### src/rtl/lvla_pkg.sv
// ----------------------------------------------------------------------------
// lvla_pkg: shared types and constants of the low voltage latch annunciator
// Holds the register map, the word types that pass between stages and the
// helpers that reduce a millisecond stamp to its place in the flash period.
// ----------------------------------------------------------------------------
package lvla_pkg;

    // Register map of the configuration port.
    localparam int CFG_IDX_W = 2;
    localparam logic [CFG_IDX_W-1:0] CFG_LOWER_MV   = 2'd0;
    localparam logic [CFG_IDX_W-1:0] CFG_UPPER_MV   = 2'd1;
    localparam logic [CFG_IDX_W-1:0] CFG_TRIG_HOLD  = 2'd2;
    localparam logic [CFG_IDX_W-1:0] CFG_CLEAR_HOLD = 2'd3;
    localparam int CFG_DATA_W = 32;

    localparam logic [15:0] RST_LOWER_MV   = 16'd6000;
    localparam logic [15:0] RST_UPPER_MV   = 16'd11000;
    localparam logic [31:0] RST_TRIG_HOLD  = 32'd10000;
    localparam logic [31:0] RST_CLEAR_HOLD = 32'd5000;

    // Flash pattern, all in milliseconds within one period.
    localparam logic [9:0] FLASH_PERIOD_MS  = 10'd1000;
    localparam logic [9:0] FLASH_ON1_END_MS = 10'd120;
    localparam logic [9:0] FLASH_ON2_BEG_MS = 10'd240;
    localparam logic [9:0] FLASH_ON2_END_MS = 10'd360;

    // Weights of the bytes and of bit 10 upwards, each taken modulo 1000.
    localparam logic [17:0] W_BYTE1 = 18'd256;
    localparam logic [17:0] W_BYTE2 = 18'd536;
    localparam logic [17:0] W_BYTE3 = 18'd216;
    localparam logic [12:0] W_K     = 13'd24;

    localparam logic KIND_UPDATE = 1'b0;
    localparam logic KIND_FORCE  = 1'b1;

    typedef struct packed {
        logic [15:0] lower_mv;
        logic [15:0] upper_mv;
        logic [31:0] trigger_hold_ms;
        logic [31:0] clear_hold_ms;
    } t_cfg;

    // Word held in the input stage: the fields plus the first fold of now_ms.
    typedef struct packed {
        logic        kind;
        logic [31:0] now_ms;
        logic        sensor_ok;
        logic [15:0] bus_mv;
        logic [17:0] now_fold;
    } t_item;

    typedef struct packed {
        logic alarm_active;
        logic light_override;
        logic light_level;
        logic restore_pulse;
    } t_result;

    // First fold: the stamp is congruent modulo 1000 to this weighted byte sum.
    function automatic logic [17:0] fold_bytes(input logic [31:0] t);
        logic [17:0] b0, b1, b2, b3;
        b0 = {10'd0, t[7:0]};
        b1 = {10'd0, t[15:8]};
        b2 = {10'd0, t[23:16]};
        b3 = {10'd0, t[31:24]};
        return b0 + b1 * W_BYTE1 + b2 * W_BYTE2 + b3 * W_BYTE3;
    endfunction

    // Finishes the reduction: two folds of 1024 = 24 (mod 1000), one subtract.
    function automatic logic [9:0] phase_of(input logic [17:0] s);
        logic [12:0] v1;
        logic [12:0] v2;
        logic [10:0] v3;
        v1 = {3'd0, s[9:0]} + {5'd0, s[17:10]} * W_K;
        v2 = {3'd0, v1[9:0]} + {10'd0, v1[12:10]} * W_K;
        v3 = v2[10:0];
        if (v3 >= {1'b0, FLASH_PERIOD_MS}) begin
            v3 = v3 - {1'b0, FLASH_PERIOD_MS};
        end
        return v3[9:0];
    endfunction

    function automatic logic pattern_lit(input logic [9:0] ph);
        return (ph < FLASH_ON1_END_MS) ||
               ((ph >= FLASH_ON2_BEG_MS) && (ph < FLASH_ON2_END_MS));
    endfunction

endpackage

### src/rtl/lvla_in_if.sv
// ----------------------------------------------------------------------------
// lvla_in_if: input channel of the annunciator
// Carries one update or force-latch word with a valid/ready handshake.
// ----------------------------------------------------------------------------
interface lvla_in_if;
    logic        valid;
    logic        ready;
    logic        kind;
    logic [31:0] now_ms;
    logic        sensor_ok;
    logic [15:0] bus_mv;

    modport source (output valid, kind, now_ms, sensor_ok, bus_mv, input ready);
    modport sink   (input valid, kind, now_ms, sensor_ok, bus_mv, output ready);
endinterface

### src/rtl/lvla_out_if.sv
// ----------------------------------------------------------------------------
// lvla_out_if: result channel of the annunciator
// Carries the alarm and light flags of one word with a valid/ready handshake.
// ----------------------------------------------------------------------------
interface lvla_out_if;
    logic valid;
    logic ready;
    logic alarm_active;
    logic light_override;
    logic light_level;
    logic restore_pulse;

    modport source (output valid, alarm_active, light_override, light_level,
                    restore_pulse, input ready);
    modport sink   (input valid, alarm_active, light_override, light_level,
                    restore_pulse, output ready);
endinterface

### src/rtl/low_voltage_latch_annunciator.sv
// ----------------------------------------------------------------------------
// low_voltage_latch_annunciator: latched low bus voltage alarm with flasher
// Channel   Dir  Handshake      Word
// i_in      in   valid/ready    kind, now_ms, sensor_ok, bus_mv
// o_out     out  valid/ready    alarm_active, light_override, light_level,
//                               restore_pulse
// i_cfg_*   in   write enable   register index, 32-bit data
//
// One word is taken per cycle unless a stalled result holds the input stage;
// each result passes the input stage, then the result register. The input
// stage folds now_ms modulo 1000 part way; the latch and timers update as the
// word leaves it. A stalled result holds both stages; the input stage still
// fills if empty. Synchronous active-low reset clears the latch, timers and
// valid flags and loads the default thresholds and hold times.
// ----------------------------------------------------------------------------
module low_voltage_latch_annunciator
    import lvla_pkg::*;
(
    input  logic                  i_clk,
    input  logic                  i_rst_n,
    lvla_in_if.sink               i_in,
    lvla_out_if.source            o_out,
    input  logic                  i_cfg_we,
    input  logic [CFG_IDX_W-1:0]  i_cfg_idx,
    input  logic [CFG_DATA_W-1:0] i_cfg_data
);

    t_cfg    r_cfg;
    t_item   r_s1;
    logic    r_s1_valid;
    t_result r_out;
    logic    r_out_valid;
    t_result core_result;
    logic    advance;
    logic    fire;
    logic    take;

    assign advance    = !r_out_valid || o_out.ready;
    assign fire       = r_s1_valid && advance;
    assign i_in.ready = !r_s1_valid || advance;
    assign take       = i_in.valid && i_in.ready;

    always_ff @(posedge i_clk) begin
        if (!i_rst_n) begin
            r_cfg.lower_mv        <= RST_LOWER_MV;
            r_cfg.upper_mv        <= RST_UPPER_MV;
            r_cfg.trigger_hold_ms <= RST_TRIG_HOLD;
            r_cfg.clear_hold_ms   <= RST_CLEAR_HOLD;
        end else if (i_cfg_we) begin
            unique case (i_cfg_idx)
                CFG_LOWER_MV:   r_cfg.lower_mv        <= i_cfg_data[15:0];
                CFG_UPPER_MV:   r_cfg.upper_mv        <= i_cfg_data[15:0];
                CFG_TRIG_HOLD:  r_cfg.trigger_hold_ms <= i_cfg_data;
                CFG_CLEAR_HOLD: r_cfg.clear_hold_ms   <= i_cfg_data;
            endcase
        end
    end

    always_ff @(posedge i_clk) begin
        if (!i_rst_n) begin
            r_s1_valid  <= 1'b0;
            r_out_valid <= 1'b0;
        end else begin
            if (i_in.ready) begin
                r_s1_valid <= i_in.valid;
            end
            if (advance) begin
                r_out_valid <= r_s1_valid;
            end
        end
    end

    always_ff @(posedge i_clk) begin
        if (take) begin
            r_s1.kind      <= i_in.kind;
            r_s1.now_ms    <= i_in.now_ms;
            r_s1.sensor_ok <= i_in.sensor_ok;
            r_s1.bus_mv    <= i_in.bus_mv;
            r_s1.now_fold  <= fold_bytes(i_in.now_ms);
        end
        if (fire) begin
            r_out <= core_result;
        end
    end

    lvla_core u_core (
        .i_clk    (i_clk),
        .i_rst_n  (i_rst_n),
        .i_fire   (fire),
        .i_item   (r_s1),
        .i_cfg    (r_cfg),
        .o_result (core_result)
    );

    assign o_out.valid          = r_out_valid;
    assign o_out.alarm_active   = r_out.alarm_active;
    assign o_out.light_override = r_out.light_override;
    assign o_out.light_level    = r_out.light_level;
    assign o_out.restore_pulse  = r_out.restore_pulse;

`ifndef NO_ASSERTIONS
    // A restore pulse marks the word on which the latch fell, never a latched one.
    a_restore_unlatched: assert property (@(posedge i_clk) disable iff (!i_rst_n)
        o_out.valid && o_out.restore_pulse |-> !o_out.alarm_active)
        else $error("restore pulse given while alarm latched");

    // The flasher only lights while it owns the light.
    a_level_needs_ovr: assert property (@(posedge i_clk) disable iff (!i_rst_n)
        o_out.valid && o_out.light_level |-> o_out.light_override)
        else $error("light level set without override");

    // A word held in the input stage by a stalled result must not change.
    a_s1_holds: assert property (@(posedge i_clk) disable iff (!i_rst_n)
        r_s1_valid && !advance |=> r_s1_valid && $stable(r_s1))
        else $error("input stage word changed under stall");
`endif

endmodule

### src/rtl/lvla_core.sv
// ----------------------------------------------------------------------------
// lvla_core: latch and hold timers of the annunciator
// Keeps the alarm latch and both start stamps, and works out the result of
// the word in the input stage; the state moves on when i_fire is high.
// ----------------------------------------------------------------------------
module lvla_core
    import lvla_pkg::*;
(
    input  logic    i_clk,
    input  logic    i_rst_n,
    input  logic    i_fire,
    input  t_item   i_item,
    input  t_cfg    i_cfg,
    output t_result o_result
);

    logic        r_latch,   n_latch;
    logic [31:0] r_win_st,  n_win_st;
    logic [31:0] r_rec_st,  n_rec_st;
    logic        r_prev,    n_prev;

    logic        in_window;
    logic        above;
    logic [31:0] win_eff;
    logic [31:0] rec_eff;
    logic [9:0]  phase;

    assign in_window = (i_item.bus_mv > i_cfg.lower_mv) && (i_item.bus_mv < i_cfg.upper_mv);
    assign above     = i_item.bus_mv > i_cfg.upper_mv;
    // A stamp of zero means the timer is idle, so it starts from this word.
    assign win_eff   = (r_win_st == 32'd0) ? i_item.now_ms : r_win_st;
    assign rec_eff   = (r_rec_st == 32'd0) ? i_item.now_ms : r_rec_st;
    assign phase     = phase_of(i_item.now_fold);

    always_comb begin
        n_latch  = r_latch;
        n_win_st = r_win_st;
        n_rec_st = r_rec_st;
        n_prev   = r_prev;
        o_result = '0;
        if (i_item.kind == KIND_FORCE) begin
            n_latch               = 1'b1;
            n_rec_st              = 32'd0;
            o_result.alarm_active = 1'b1;
        end else begin
            if (i_item.sensor_ok) begin
                if (!r_latch) begin
                    if (in_window) begin
                        n_win_st = win_eff;
                        if ((i_item.now_ms - win_eff) >= i_cfg.trigger_hold_ms) begin
                            n_latch  = 1'b1;
                            n_rec_st = 32'd0;
                        end
                    end else begin
                        n_win_st = 32'd0;
                    end
                end else begin
                    if (above) begin
                        n_rec_st = rec_eff;
                        if ((i_item.now_ms - rec_eff) >= i_cfg.clear_hold_ms) begin
                            n_latch  = 1'b0;
                            n_win_st = 32'd0;
                        end
                    end else begin
                        n_rec_st = 32'd0;
                    end
                end
            end
            o_result.alarm_active   = n_latch;
            o_result.light_override = n_latch;
            o_result.light_level    = n_latch && pattern_lit(phase);
            o_result.restore_pulse  = !n_latch && r_prev;
            n_prev                  = n_latch;
        end
    end

    always_ff @(posedge i_clk) begin
        if (!i_rst_n) begin
            r_latch  <= 1'b0;
            r_win_st <= 32'd0;
            r_rec_st <= 32'd0;
            r_prev   <= 1'b0;
        end else if (i_fire) begin
            r_latch  <= n_latch;
            r_win_st <= n_win_st;
            r_rec_st <= n_rec_st;
            r_prev   <= n_prev;
        end
    end

endmodule
### src/flat_wrapper.sv
// flat-port wrapper written by rule: the top's interface ports become plain ports
module low_voltage_latch_annunciator_flat import lvla_pkg::*;
  (i_clk, i_rst_n, i_cfg_we, i_cfg_idx, i_cfg_data, i_in_valid, i_in_kind, i_in_now_ms, i_in_sensor_ok, i_in_bus_mv, i_in_ready, o_out_valid, o_out_alarm_active, o_out_light_override, o_out_light_level, o_out_restore_pulse, o_out_ready);
  lvla_in_if i_in_i ();
  lvla_out_if o_out_i ();
  input  logic i_clk;
  input  logic i_rst_n;
  input  logic i_cfg_we;
  input  logic [CFG_IDX_W-1:0] i_cfg_idx;
  input  logic [CFG_DATA_W-1:0] i_cfg_data;
  input wire logic [$bits(i_in_i.valid)-1:0] i_in_valid;
  input wire logic [$bits(i_in_i.kind)-1:0] i_in_kind;
  input wire logic [$bits(i_in_i.now_ms)-1:0] i_in_now_ms;
  input wire logic [$bits(i_in_i.sensor_ok)-1:0] i_in_sensor_ok;
  input wire logic [$bits(i_in_i.bus_mv)-1:0] i_in_bus_mv;
  output wire logic [$bits(i_in_i.ready)-1:0] i_in_ready;
  output wire logic [$bits(o_out_i.valid)-1:0] o_out_valid;
  output wire logic [$bits(o_out_i.alarm_active)-1:0] o_out_alarm_active;
  output wire logic [$bits(o_out_i.light_override)-1:0] o_out_light_override;
  output wire logic [$bits(o_out_i.light_level)-1:0] o_out_light_level;
  output wire logic [$bits(o_out_i.restore_pulse)-1:0] o_out_restore_pulse;
  input wire logic [$bits(o_out_i.ready)-1:0] o_out_ready;
  assign i_in_i.valid = i_in_valid;
  assign i_in_i.kind = i_in_kind;
  assign i_in_i.now_ms = i_in_now_ms;
  assign i_in_i.sensor_ok = i_in_sensor_ok;
  assign i_in_i.bus_mv = i_in_bus_mv;
  assign i_in_ready = i_in_i.ready;
  assign o_out_valid = o_out_i.valid;
  assign o_out_alarm_active = o_out_i.alarm_active;
  assign o_out_light_override = o_out_i.light_override;
  assign o_out_light_level = o_out_i.light_level;
  assign o_out_restore_pulse = o_out_i.restore_pulse;
  assign o_out_i.ready = o_out_ready;
  low_voltage_latch_annunciator u_core (.i_clk(i_clk), .i_rst_n(i_rst_n), .i_in(i_in_i), .o_out(o_out_i), .i_cfg_we(i_cfg_we), .i_cfg_idx(i_cfg_idx), .i_cfg_data(i_cfg_data));
endmodule
### config.mk
export PLATFORM = sky130hd
export DESIGN_NAME = low_voltage_latch_annunciator_flat
export DESIGN_NICKNAME = d
export VERILOG_FILES = /design/src/rtl/lvla_pkg.sv /design/src/rtl/lvla_in_if.sv /design/src/rtl/lvla_out_if.sv /design/src/rtl/low_voltage_latch_annunciator.sv /design/src/rtl/lvla_core.sv /design/src/flat_wrapper.sv
export SDC_FILE = /design/constraint.sdc
export NUM_CORES = 1
export LEC_CHECK = 0
export BUFFER_PORTS_ARGS = -buffer_cell sky130_fd_sc_hd__buf_2
export CELL_PAD_IN_SITES_DETAIL_PLACEMENT = 1
export CELL_PAD_IN_SITES_GLOBAL_PLACEMENT = 1
export CORE_ASPECT_RATIO = 0.9
export CORE_MARGIN = 5
export CORE_UTILIZATION = 48
export CTS_CLUSTER_DIAMETER = 50
export CTS_CLUSTER_SIZE = 24
export DETAILED_ROUTE_END_ITERATION = 7
export PLACE_DENSITY_LB_ADDON = 0.1
export SYNTH_ARGS = -nofsm -noshare
export SYNTH_HDL_FRONTEND = slang
export SYNTH_SLANG_ARGS = --single-unit
### constraint.sdc
create_clock -name i_clk -period 8.4 [get_ports i_clk]
set_input_delay 2.52 -clock i_clk [delete_from_list [all_inputs] [get_ports i_clk]]
set_output_delay 2.52 -clock i_clk [all_outputs]
set_load 0.01 [all_outputs]
==> results.py, run 1 <==
metrics = {
    "timing": {
        "final-setup-viol-count": 0,
        "rsz0062_at_grt": "false",
        "fin_crit_sh_pct": 88.3,
        "hold_ws_ns": 0.460,
        "hold_viol_final": 0,
        "finalSetupTns_ns": 0,
        "relSlewSlack_pct": 21.9,
        "timing.fmax_mhz": 135,
        "min_period_ns": 7.42,
        "maxSlewViolCount": 0,
        "setup_slack_ns": 0.980,
        "fin_skew_ns": 0.0315,
        "worst_pin_slew_ns": 1.17,
    },
    "synthesis": {
        "yosys.area.top_type_share_pct": 18.8,
        "syn_nets": 2448,
        "ys.flop_type": "dfxtp_1",
        "ys_seq_area_share_pct": 30.7,
        "synth_top_area_cell": "dfxtp_1",
        "syn_inst": 2082,
        "ys_ff_latch": 233,
        "synthDistinctLibCells": 72,
        "async_flop_share_pct": 0,
        "yosysWarnings": 0,
        "synth.area.top_cells": "dfxtp_1, ha_1, edfxtp_1",
        "netlist_area_um2": 17400,
        "synth_edf_count": 69,
        "avgSynthCellArea_um2": 8.37,
    },
    "cells_and_area": {
        "post-route-cell-area_um2": 19400,
        "mostFrequentLayoutCells": "a21oi_1, ha_1, nand2_1, inv_1, dfxtp_1",
        "area_growth_pct": 11.4,
        "final_common_cell": "a21oi_1",
        "fin_nets": 2514,
        "drive_above_1_share_pct": 8.89,
        "diodes": 0,
        "n_fill_cell": 4371,
    },
    "clock_network": {
        "cts_buffers": 30,
        "numClockSinks": 233,
        "ctsResizeCount": 0,
        "ctsHoldBuffers": 0,
        "clockBufferDepth": 3,
        "cts_tree": "yes",
        "postCtsSetupRepairBufs": 0,
        "clock_latency_ns": 0.59,
        "htree_levels": 1,
        "clk_pin_slew_ns": 0.07,
        "root_buffer": "clkbuf_16",
    },
    "global_routing": {
        "grt_pass1_vias": 16000,
        "antenna_found_initial": 0,
        "overflow": 0,
        "groute.usage.overall_pct": 25.6,
        "grt_pass1_wl_um": 84000,
        "grt_max_degree": 75,
    },
    "drt": {
        "ant_nets": 0,
        "wire_per_inst_um": 20.1,
        "drc": 0,
        "vias": 15600,
        "vias_per_cell": 5.90,
        "drt_first_iter_violations": 947,
        "wl_um": 53200,
        "firstDrtPassIters": 5,
    },
    "die": {
        "dieArea_um2": 40200,
        "rows": 66,
        "core_um2": 36000,
        "ioPinCount": 95,
        "start_util_pct": 48.4,
        "fp.dieH_um": 191,
        "fp.dieW_um": 211,
    },
    "critical_path": {
        "startpoint_type": "flip-flop",
        "r2r_slack_ns": 0.98,
        "critical_path_class": "reg2reg",
        "crit_path_end_kind": "flip-flop",
        "critPathMaxFanout": 33,
        "required_ns": 8.88,
        "critPathArrivalTime_ns": 7.90,
    },
    "placement": {
        "port_buffers": 94,
        "dpl.hpwl_um": 41400,
        "place_congestion": 0.852,
        "dpl_cell_area_um2": 18300,
        "dp_slack_ns": 0.766,
    },
    "outcome": {
        "outcome": "complete, no violations",
    },
    "min_path": {
        "hp-class": "reg2reg",
    },
    "flow_run": {
        "maxCapViolCount": 0,
    },
}
-- path summary, 6_finish.rpt --
| path | startpoint | depth (start not counted) | end |
|---|---|---|---|
| setup / recovery | u_core.u_core.r_rec_st[23]$_SDFFE_PN0P_ | 24 | u_core.u_core.r_win_st[31]$_SDFFE_PN0P_ |
| hold reg to reg | u_core.r_cfg[52]$_SDFFE_PN0P_ | 2 | u_core.r_cfg[52]$_SDFFE_PN0P_ |
| setup reg to reg | u_core.u_core.r_rec_st[23]$_SDFFE_PN0P_ | 24 | u_core.u_core.r_win_st[31]$_SDFFE_PN0P_ |
| hold / removal | u_core.r_cfg[52]$_SDFFE_PN0P_ | 2 | u_core.r_cfg[52]$_SDFFE_PN0P_ |
-- logic make-up after synthesis --
family / after synthesis / synth area share, %
DFF: 233 / 30.7
and+or+nand+nor: 596 / 16.5
xor gates and xnor gates: 85 / 4.27
adders and majority gates: 277 / 21.1
buffers and inverters: 271 / 5.97
AOI/OAI and AO/OA: 619 / 21.4
muxes: 1 / 0.0646
-- flip-flops by register name, summed over array words and instances (netlist names) --
name and cells:
u_core.u_core.r_rec_st 32, u_core.u_core.r_win_st 32, u_core.o_out.alarm_active 1, u_core.o_out.light_level 1, u_core.o_out.valid 1, u_core.o_out.restore_pulse 1
u_core.u_core.r_latch 1, u_core.o_out.light_override 1, u_core.u_core.r_prev 1, u_core.r_s1_valid 1, u_core.r_s1 65, u_core.r_cfg 96
-- per-layer routing --
layer	wire (um)	global-route usage, %	vias to the layer above
li1	-	-	7602
met1	25400	36.2	7682
met2	24500	42.0	278
met3	2070	3.14	68
met4	1210	5.81	0
met5	0	0	-
-- synthesized netlist by cell type (all sizes together) (21+ instances only) --
master	instances
nand3	25
nand2	226
clkbuf	67
o211ai	34
xnor2	64
nor4	55
fa	29
inv	195
a21o	54
or4	33
o21ai	108
a21oi	296
nor2	127
ha	248
dfxtp	164
nand4	26
nor3	23
xor2	21
edfxtp	69
-- critical path, cell delays in order, from the launching register on --
cell,delay [ns]
dfxtp_1,0.33
nor4_1,0.40
nand4_1,0.24
nor2_2,0.25
buf_4,0.35
a21oi_1,0.18
ha_1,0.37
a21o_1,0.21
a21o_1,0.17
a2111oi_0,0.43
a21oi_1,0.12
a21oi_1,0.24
a31oi_1,0.24
o221ai_1,0.32
a21boi_0,0.51
ha_1,0.37
nand4_1,0.13
nor2_1,0.06
a221oi_1,0.28
o21ai_0,0.23
a21o_1,0.25
o211ai_1,0.20
a21o_1,0.93
nor4_1,0.13
o221a_2,0.31
-- through the flow --
stage | utilization (%) | std cells
after global routing | 53.9 | 2648
after CTS | 53.9 | 2648
final | 53.9 | 2648
after floorplan | - | 2082
after detailed placement | 50.9 | 2592
after global placement | 50.9 | 2592
-- final cells by class --
| type | count | area [um2] | share of cell area [%] |
|---|---|---|---|
| clock buffers | 31 | 754 | 3.89 |
| multi-input cells | 1578 | 11100 | 56.9 |
| inverters | 195 | 734 | 3.78 |
| flip-flops and latches | 233 | 5360 | 27.6 |
| clock inverters | 25 | 334 | 1.72 |
| well taps | 476 | 596 | 3.07 |
| repair buffers | 110 | 591 | 3.04 |
Power of run 1 is not shown: default switching activity piles up to over one toggle a cycle in this logic, so the estimate is an artifact.
==> run 2: changes to the inputs <==
--- a/config.mk
+++ b/config.mk
@@ -10,11 +10,12 @@
 export CELL_PAD_IN_SITES_GLOBAL_PLACEMENT = 1
 export CORE_ASPECT_RATIO = 0.9
 export CORE_MARGIN = 5
-export CORE_UTILIZATION = 48
+export CORE_UTILIZATION = 30
 export CTS_CLUSTER_DIAMETER = 50
 export CTS_CLUSTER_SIZE = 24
 export DETAILED_ROUTE_END_ITERATION = 7
 export PLACE_DENSITY_LB_ADDON = 0.1
 export SYNTH_ARGS = -nofsm -noshare
 export SYNTH_HDL_FRONTEND = slang
+export SYNTH_HIERARCHICAL = 1
 export SYNTH_SLANG_ARGS = --single-unit
==> results.py, run 2 <==
metrics = {
    "outcome": {
        "outcome": "complete, no violations",
    },
    "clock_network": {
        "cts_tree": "yes",
        "clock_latency_ns": 0.57,
        "numClockSinks": 233,
        "ctsHoldBuffers": 0,
        "cts_buffers": 38,
        "root_buffer": "clkbuf_16",
        "clockBufferDepth": 3,
        "htree_levels": 2,
        "clk_pin_slew_ns": 0.07,
    },
    "critical_path": {
        "startpoint_type": "flip-flop",
        "cp_slowest_cell": "a311oi_1",
        "required_ns": 8.91,
        "critPathMaxFanout": 33,
        "crit_path_end_kind": "flip-flop",
        "slowest_delay_ns": 0.63,
        "critPathArrivalTime_ns": 8.53,
        "critical_path_class": "reg2reg",
    },
    "cells_and_area": {
        "top_regs": "u_core/r_cfg (96), u_core/r_s1 (65)",
        "n_fill_cell": 6841,
        "fin_nets": 2552,
        "post-route-cell-area_um2": 20500,
        "regMostFlops": "u_core/r_cfg",
        "diodes": 0,
        "area_growth_pct": 15.8,
        "fin_cells": 2990,
        "mostFrequentLayoutCells": "nand2_1, ha_1, inv_1, a21oi_1, nor2_1",
        "drive_above_1_share_pct": 9.70,
        "post-route-util_pct": 35.1,
        "largest_reg_flops": 96,
    },
    "timing": {
        "fin_skew_ns": 0.0321,
        "finalSetupTns_ns": 0,
        "hold_viol_final": 0,
        "fin_crit_sh_pct": 95.6,
        "relSlewSlack_pct": 39.3,
        "worst_pin_slew_ns": 0.910,
        "final-setup-viol-count": 0,
        "min_period_ns": 8.03,
        "timing.fmax_mhz": 125,
        "maxSlewViolCount": 0,
        "rsz0062_at_grt": "false",
    },
    "global_routing": {
        "grt_pass1_vias": 16000,
        "overflow": 0,
        "grt_pass1_wl_um": 94400,
        "grt_max_degree": 79,
        "groute.usage.overall_pct": 18.8,
        "antenna_found_initial": 0,
    },
    "synthesis": {
        "synthDistinctLibCells": 81,
        "async_flop_share_pct": 0,
        "ys_ff_latch": 233,
        "synth_top_area_cell": "dfxtp_1",
        "ys.flop_type": "dfxtp_1",
        "ys_seq_area_share_pct": 30.2,
        "synth_edf_count": 69,
        "yosysWarnings": 6,
        "syn_inst": 2093,
        "synth_common_cells": "ha_1, nand2_1, a21oi_1, inv_1, nor2_1",
        "yosys.area.top_type_share_pct": 18.5,
        "netlist_area_um2": 17700,
        "avgSynthCellArea_um2": 8.47,
        "synth.area.top_cells": "dfxtp_1, ha_1, edfxtp_1",
        "syn_nets": 2459,
    },
    "die": {
        "rows": 84,
        "fp.dieW_um": 266,
        "dieArea_um2": 64100,
        "core_um2": 58500,
        "fp.dieH_um": 241,
        "ioPinCount": 95,
        "start_util_pct": 30.3,
    },
    "drt": {
        "ant_nets": 0,
        "vias_per_cell": 5.09,
        "drt_first_iter_violations": 625,
        "wire_per_inst_um": 20.3,
        "wl_um": 60800,
        "vias": 15200,
        "firstDrtPassIters": 4,
        "drc": 0,
    },
    "placement": {
        "port_buffers": 94,
        "dp_cells": 2920,
        "place_congestion": 0.807,
        "dpl_cell_area_um2": 19100,
        "dpl.hpwl_um": 48900,
    },
    "flow_run": {
        "maxCapViolCount": 0,
    },
    "min_path": {
        "hp-class": "reg2reg",
    },
}
[run 2: changes by cell type in the layout (fill, tap and decap cells not counted), sizes merged, moves of 34 or more]
| cell | change |
|---|---|
| a21boi | +64 |
| a21oi | -94 |
| nor2 | +50 |
| nor4 | -34 |
| o21ai | -39 |
[run 2: final timing paths]
path / startpoint / to / slack (ns) / depth (start not counted)
worst max-delay path: u_core/u_core/r_rec_st[23]$_SDFFE_PN0P_ / u_core/u_core/r_win_st[31]$_SDFFE_PN0P_ / 0.37 / 28
worst min-delay path: u_core/r_cfg[93]$_SDFFE_PN0P_ / u_core/r_cfg[93]$_SDFFE_PN0P_ / 0.46 / 2
worst max register to register: u_core/u_core/r_rec_st[23]$_SDFFE_PN0P_ / u_core/u_core/r_win_st[31]$_SDFFE_PN0P_ / 0.37 / 28
worst min register to register: u_core/r_cfg[93]$_SDFFE_PN0P_ / u_core/r_cfg[93]$_SDFFE_PN0P_ / 0.46 / 2
[run 2: kinds of logic (layout without fill, tap and decap cells)]
kind of cell             Yosys count  in the layout  synth area share, %
AO/OA/AOI/OAI                    541            541                 19.9
XOR/XNOR                          96             96                 4.74
adder cells (fa/ha/maj)          277            277                 20.8
buffers and inverters            262            385                 5.76
flip-flops                       233            233                 30.2
multiplexers                      34             34                 1.93
AND/OR/NAND/NOR                  650            650                 16.7
[run 2: layer usage]
layer  wire length, um  GRT usage, %
met2             27000          30.3
met5                 0             0
met3              1880          2.56
met4               871          3.59
met1             31000          27.2
[run 2: per-stage QoR]
step | hold slack, ns | setup slack (ns)
4_1_cts | 0.468 | 0.481
5_1_grt | 0.487 | 0.0247
6_report | 0.465 | 0.372
3_5_place_dp | 0.460 | 0.504
2_1_floorplan | 0.435 | 1.39
3_3_place_gp | 0.448 | 0.588
[run 2: critical path, delay by kind of cell, from the launching register on]
kind,cells,cell delay (ns)
compound gates,12,3.27
buf+inv,3,0.59
simple gates,9,2.57
fa+ha+maj,3,0.93
flops,1,0.33
xor+xnor,1,0.20
[run 2: timing repair]
action,4_1_cts,5_1_grt
endpoints found under the hold margin,0,0
gates resized for setup,0,1
setup endpoints to repair,0,24
setup buffers,0,0
[run 2: layout make-up]
type	count	area, um2	area share (%)
inverters	201	754	3.67
well taps	774	968	4.71
flip-flops and latches	233	5360	26.1
clock buffers	39	965	4.70
repair buffers	114	621	3.02
multi-input cells	1598	11400	55.5
clock inverters	31	482	2.35
Power of run 2 is left out for the same reason.
==> run 3: changes to the inputs <==
--- a/config.mk
+++ b/config.mk
@@ -15,6 +15,7 @@
 export CTS_CLUSTER_SIZE = 24
 export DETAILED_ROUTE_END_ITERATION = 7
 export PLACE_DENSITY_LB_ADDON = 0.1
+export SLEW_MARGIN = 15
 export SYNTH_ARGS = -nofsm -noshare
 export SYNTH_HDL_FRONTEND = slang
 export SYNTH_HIERARCHICAL = 1
==> constraint.sdc (replaced) <==
create_clock -name i_clk -period 9.4 [get_ports i_clk]
set_input_delay 2.82 -clock i_clk [delete_from_list [all_inputs] [get_ports i_clk]]
set_output_delay 2.82 -clock i_clk [all_outputs]
set_load 0.01 [all_outputs]
==> results.py, run 3 (synthesis results as in run 2) <==
metrics = {
    "placement": {
        "place_congestion": 0.850,
        "dpl.hpwl_um": 49300,
        "port_buffers": 94,
    },
    "clock_network": {
        "root_buffer": "clkbuf_16",
        "clock_latency_ns": 0.56,
        "clk_pin_slew_ns": 0.06,
        "cts_buffers": 39,
        "ctsHoldBuffers": 0,
        "ctsResizeCount": 0,
        "cts_tree": "yes",
        "numClockSinks": 233,
        "htree_levels": 2,
        "clockBufferDepth": 3,
        "postCtsSetupRepairBufs": 0,
    },
    "die": {
        "rows": 84,
        "fp.dieH_um": 241,
        "start_util_pct": 30.3,
        "ioPinCount": 95,
        "core_um2": 58500,
        "fp.dieW_um": 266,
        "dieArea_um2": 64100,
    },
    "timing": {
        "min_period_ns": 7.80,
        "timing.fmax_mhz": 128,
        "fin_skew_ns": 0.0213,
        "hold_viol_final": 0,
        "fin_crit_sh_pct": 83.0,
        "relSlewSlack_pct": 24.0,
        "maxSlewViolCount": 0,
        "final-setup-viol-count": 0,
        "worst_pin_slew_ns": 1.14,
        "finalSetupTns_ns": 0,
        "rsz0062_at_grt": "false",
    },
    "critical_path": {
        "critPathArrivalTime_ns": 8.23,
        "reg2reg_from": "u_core/u_core/r_rec_st[23]$_SDFFE_PN0P_",
        "crit_path_end_kind": "flip-flop",
        "required_ns": 9.83,
        "crit_path_start": "u_core/u_core/r_rec_st[23]$_SDFFE_PN0P_",
        "critical_path_class": "reg2reg",
        "critPathMaxFanout": 23,
        "startpoint_type": "flip-flop",
    },
    "cells_and_area": {
        "mostFrequentLayoutCells": "nand2_1, ha_1, inv_1, a21oi_1, nor2_1",
        "multi_input_area_um2": 11400,
        "n_fill_cell": 6840,
        "regMostFlops": "u_core/r_cfg",
        "drive_above_1_share_pct": 9.27,
        "fin_nets": 2547,
        "seq_area_um2": 5360,
        "largest_reg_flops": 96,
        "top_regs": "u_core/r_cfg (96), u_core/r_s1 (65)",
        "area_growth_pct": 14.7,
    },
    "global_routing": {
        "grt_pass1_vias": 16100,
        "grt_max_degree": 86,
        "overflow": 0,
        "antenna_found_initial": 1,
        "groute.usage.overall_pct": 18.8,
        "grt_pass1_wl_um": 94300,
    },
    "drt": {
        "drc": 0,
        "wire_per_inst_um": 20.3,
        "vias_per_cell": 5.12,
        "wl_um": 60800,
        "vias": 15300,
        "drt_first_iter_violations": 674,
        "ant_nets": 0,
        "firstDrtPassIters": 5,
    },
    "flow_run": {
        "maxCapViolCount": 0,
    },
    "outcome": {
        "outcome": "complete, no violations",
    },
    "min_path": {
        "worstHoldStart": "u_core/r_cfg[93]$_SDFFE_PN0P_",
        "hp-class": "reg2reg",
    },
}
## run 3: cell types whose count changed in the layout (fill, tap and decap cells not counted), moves of 2 or more
| cell | before | now |
|---|---|---|
| clkinv_2 | 1 | 5 |
| inv_6 | 6 | 11 |
| clkinv_1 | 0 | 3 |
| clkbuf_1 | 0 | 2 |
| buf_4 | 20 | 13 |
| clkinv_8 | 4 | 2 |
| clkbuf_16 | 38 | 40 |
| clkinvlp_4 | 4 | 2 |
| inv_4 | 3 | 0 |
| bufinv_16 | 8 | 2 |
| clkinv_4 | 2 | 4 |
## run 3: per-layer routing
metal	share of wire, %	vias to the layer above	global-route usage [%]	wire length, um
met5	0	-	0	0
met4	2.0	0	4.13	1210
met3	3.4	67	2.98	2070
met2	43	192	29.2	26100
met1	52	7486	27.7	31400
li1	-	7542	-	-
## run 3: final cells by class
type	count	area share (%)
tap	774	4.76
clock buffer	42	4.96
timing repair buffer	108	2.84
multi-input combinational	1598	56.0
antenna	1	0.0123
inverter	201	3.71
sequential	233	26.3
clock inverter	30	1.41
## run 3: final timing paths
path,endpoint,depth (start not counted),slack (ns)
max,u_core/u_core/r_win_st[9]$_SDFFE_PN0P_,27,1.60
min,u_core/r_cfg[93]$_SDFFE_PN0P_,2,0.46
max reg2reg,u_core/u_core/r_win_st[9]$_SDFFE_PN0P_,27,1.60
min reg2reg,u_core/r_cfg[93]$_SDFFE_PN0P_,2,0.46
## run 3: metrics by stage
| stage | setup WS (ns) | hold slack, ns | util (%) | instances | area (um2) |
|---|---|---|---|---|---|
| 6_report | 1.60 | 0.463 | 34.8 | 2987 | 20300 |
| 5_1_grt | 0.902 | 0.492 | 34.7 | 2986 | 20300 |
| 4_1_cts | 1.57 | 0.468 | 34.7 | 2986 | 20300 |
| 3_5_place_dp | 1.49 | 0.461 | 32.5 | 2914 | 19000 |
| 3_3_place_gp | 1.44 | 0.446 | 32.5 | 2913 | 19000 |
| 2_1_floorplan | 2.09 | 0.435 | - | 2093 | 17700 |
## run 3: critical path, stage by stage (launching register included)
cell and delay (ns):
dfxtp_1 0.32, nor4_1 0.39, nand4_1 0.34, nor3_2 0.71
a21oi_1 0.27, ha_1 0.34, nor2b_1 0.11, o21ai_0 0.12
a211o_1 0.35, a311oi_1 0.51, o41ai_1 0.20, a211oi_1 0.53
nor2_1 0.12, o31ai_1 0.22, a21oi_1 0.11, xnor2_1 0.31
ha_1 0.32, a21o_1 0.17, a21o_1 0.17, a21oi_1 0.16
o21ai_0 0.10, a21oi_1 0.16, o2111ai_1 0.13, o2bb2ai_1 0.21
or4_2 0.64, buf_4 0.36, mux2i_1 0.22, nor2_1 0.06
Power of run 3 is left out for the same reason.
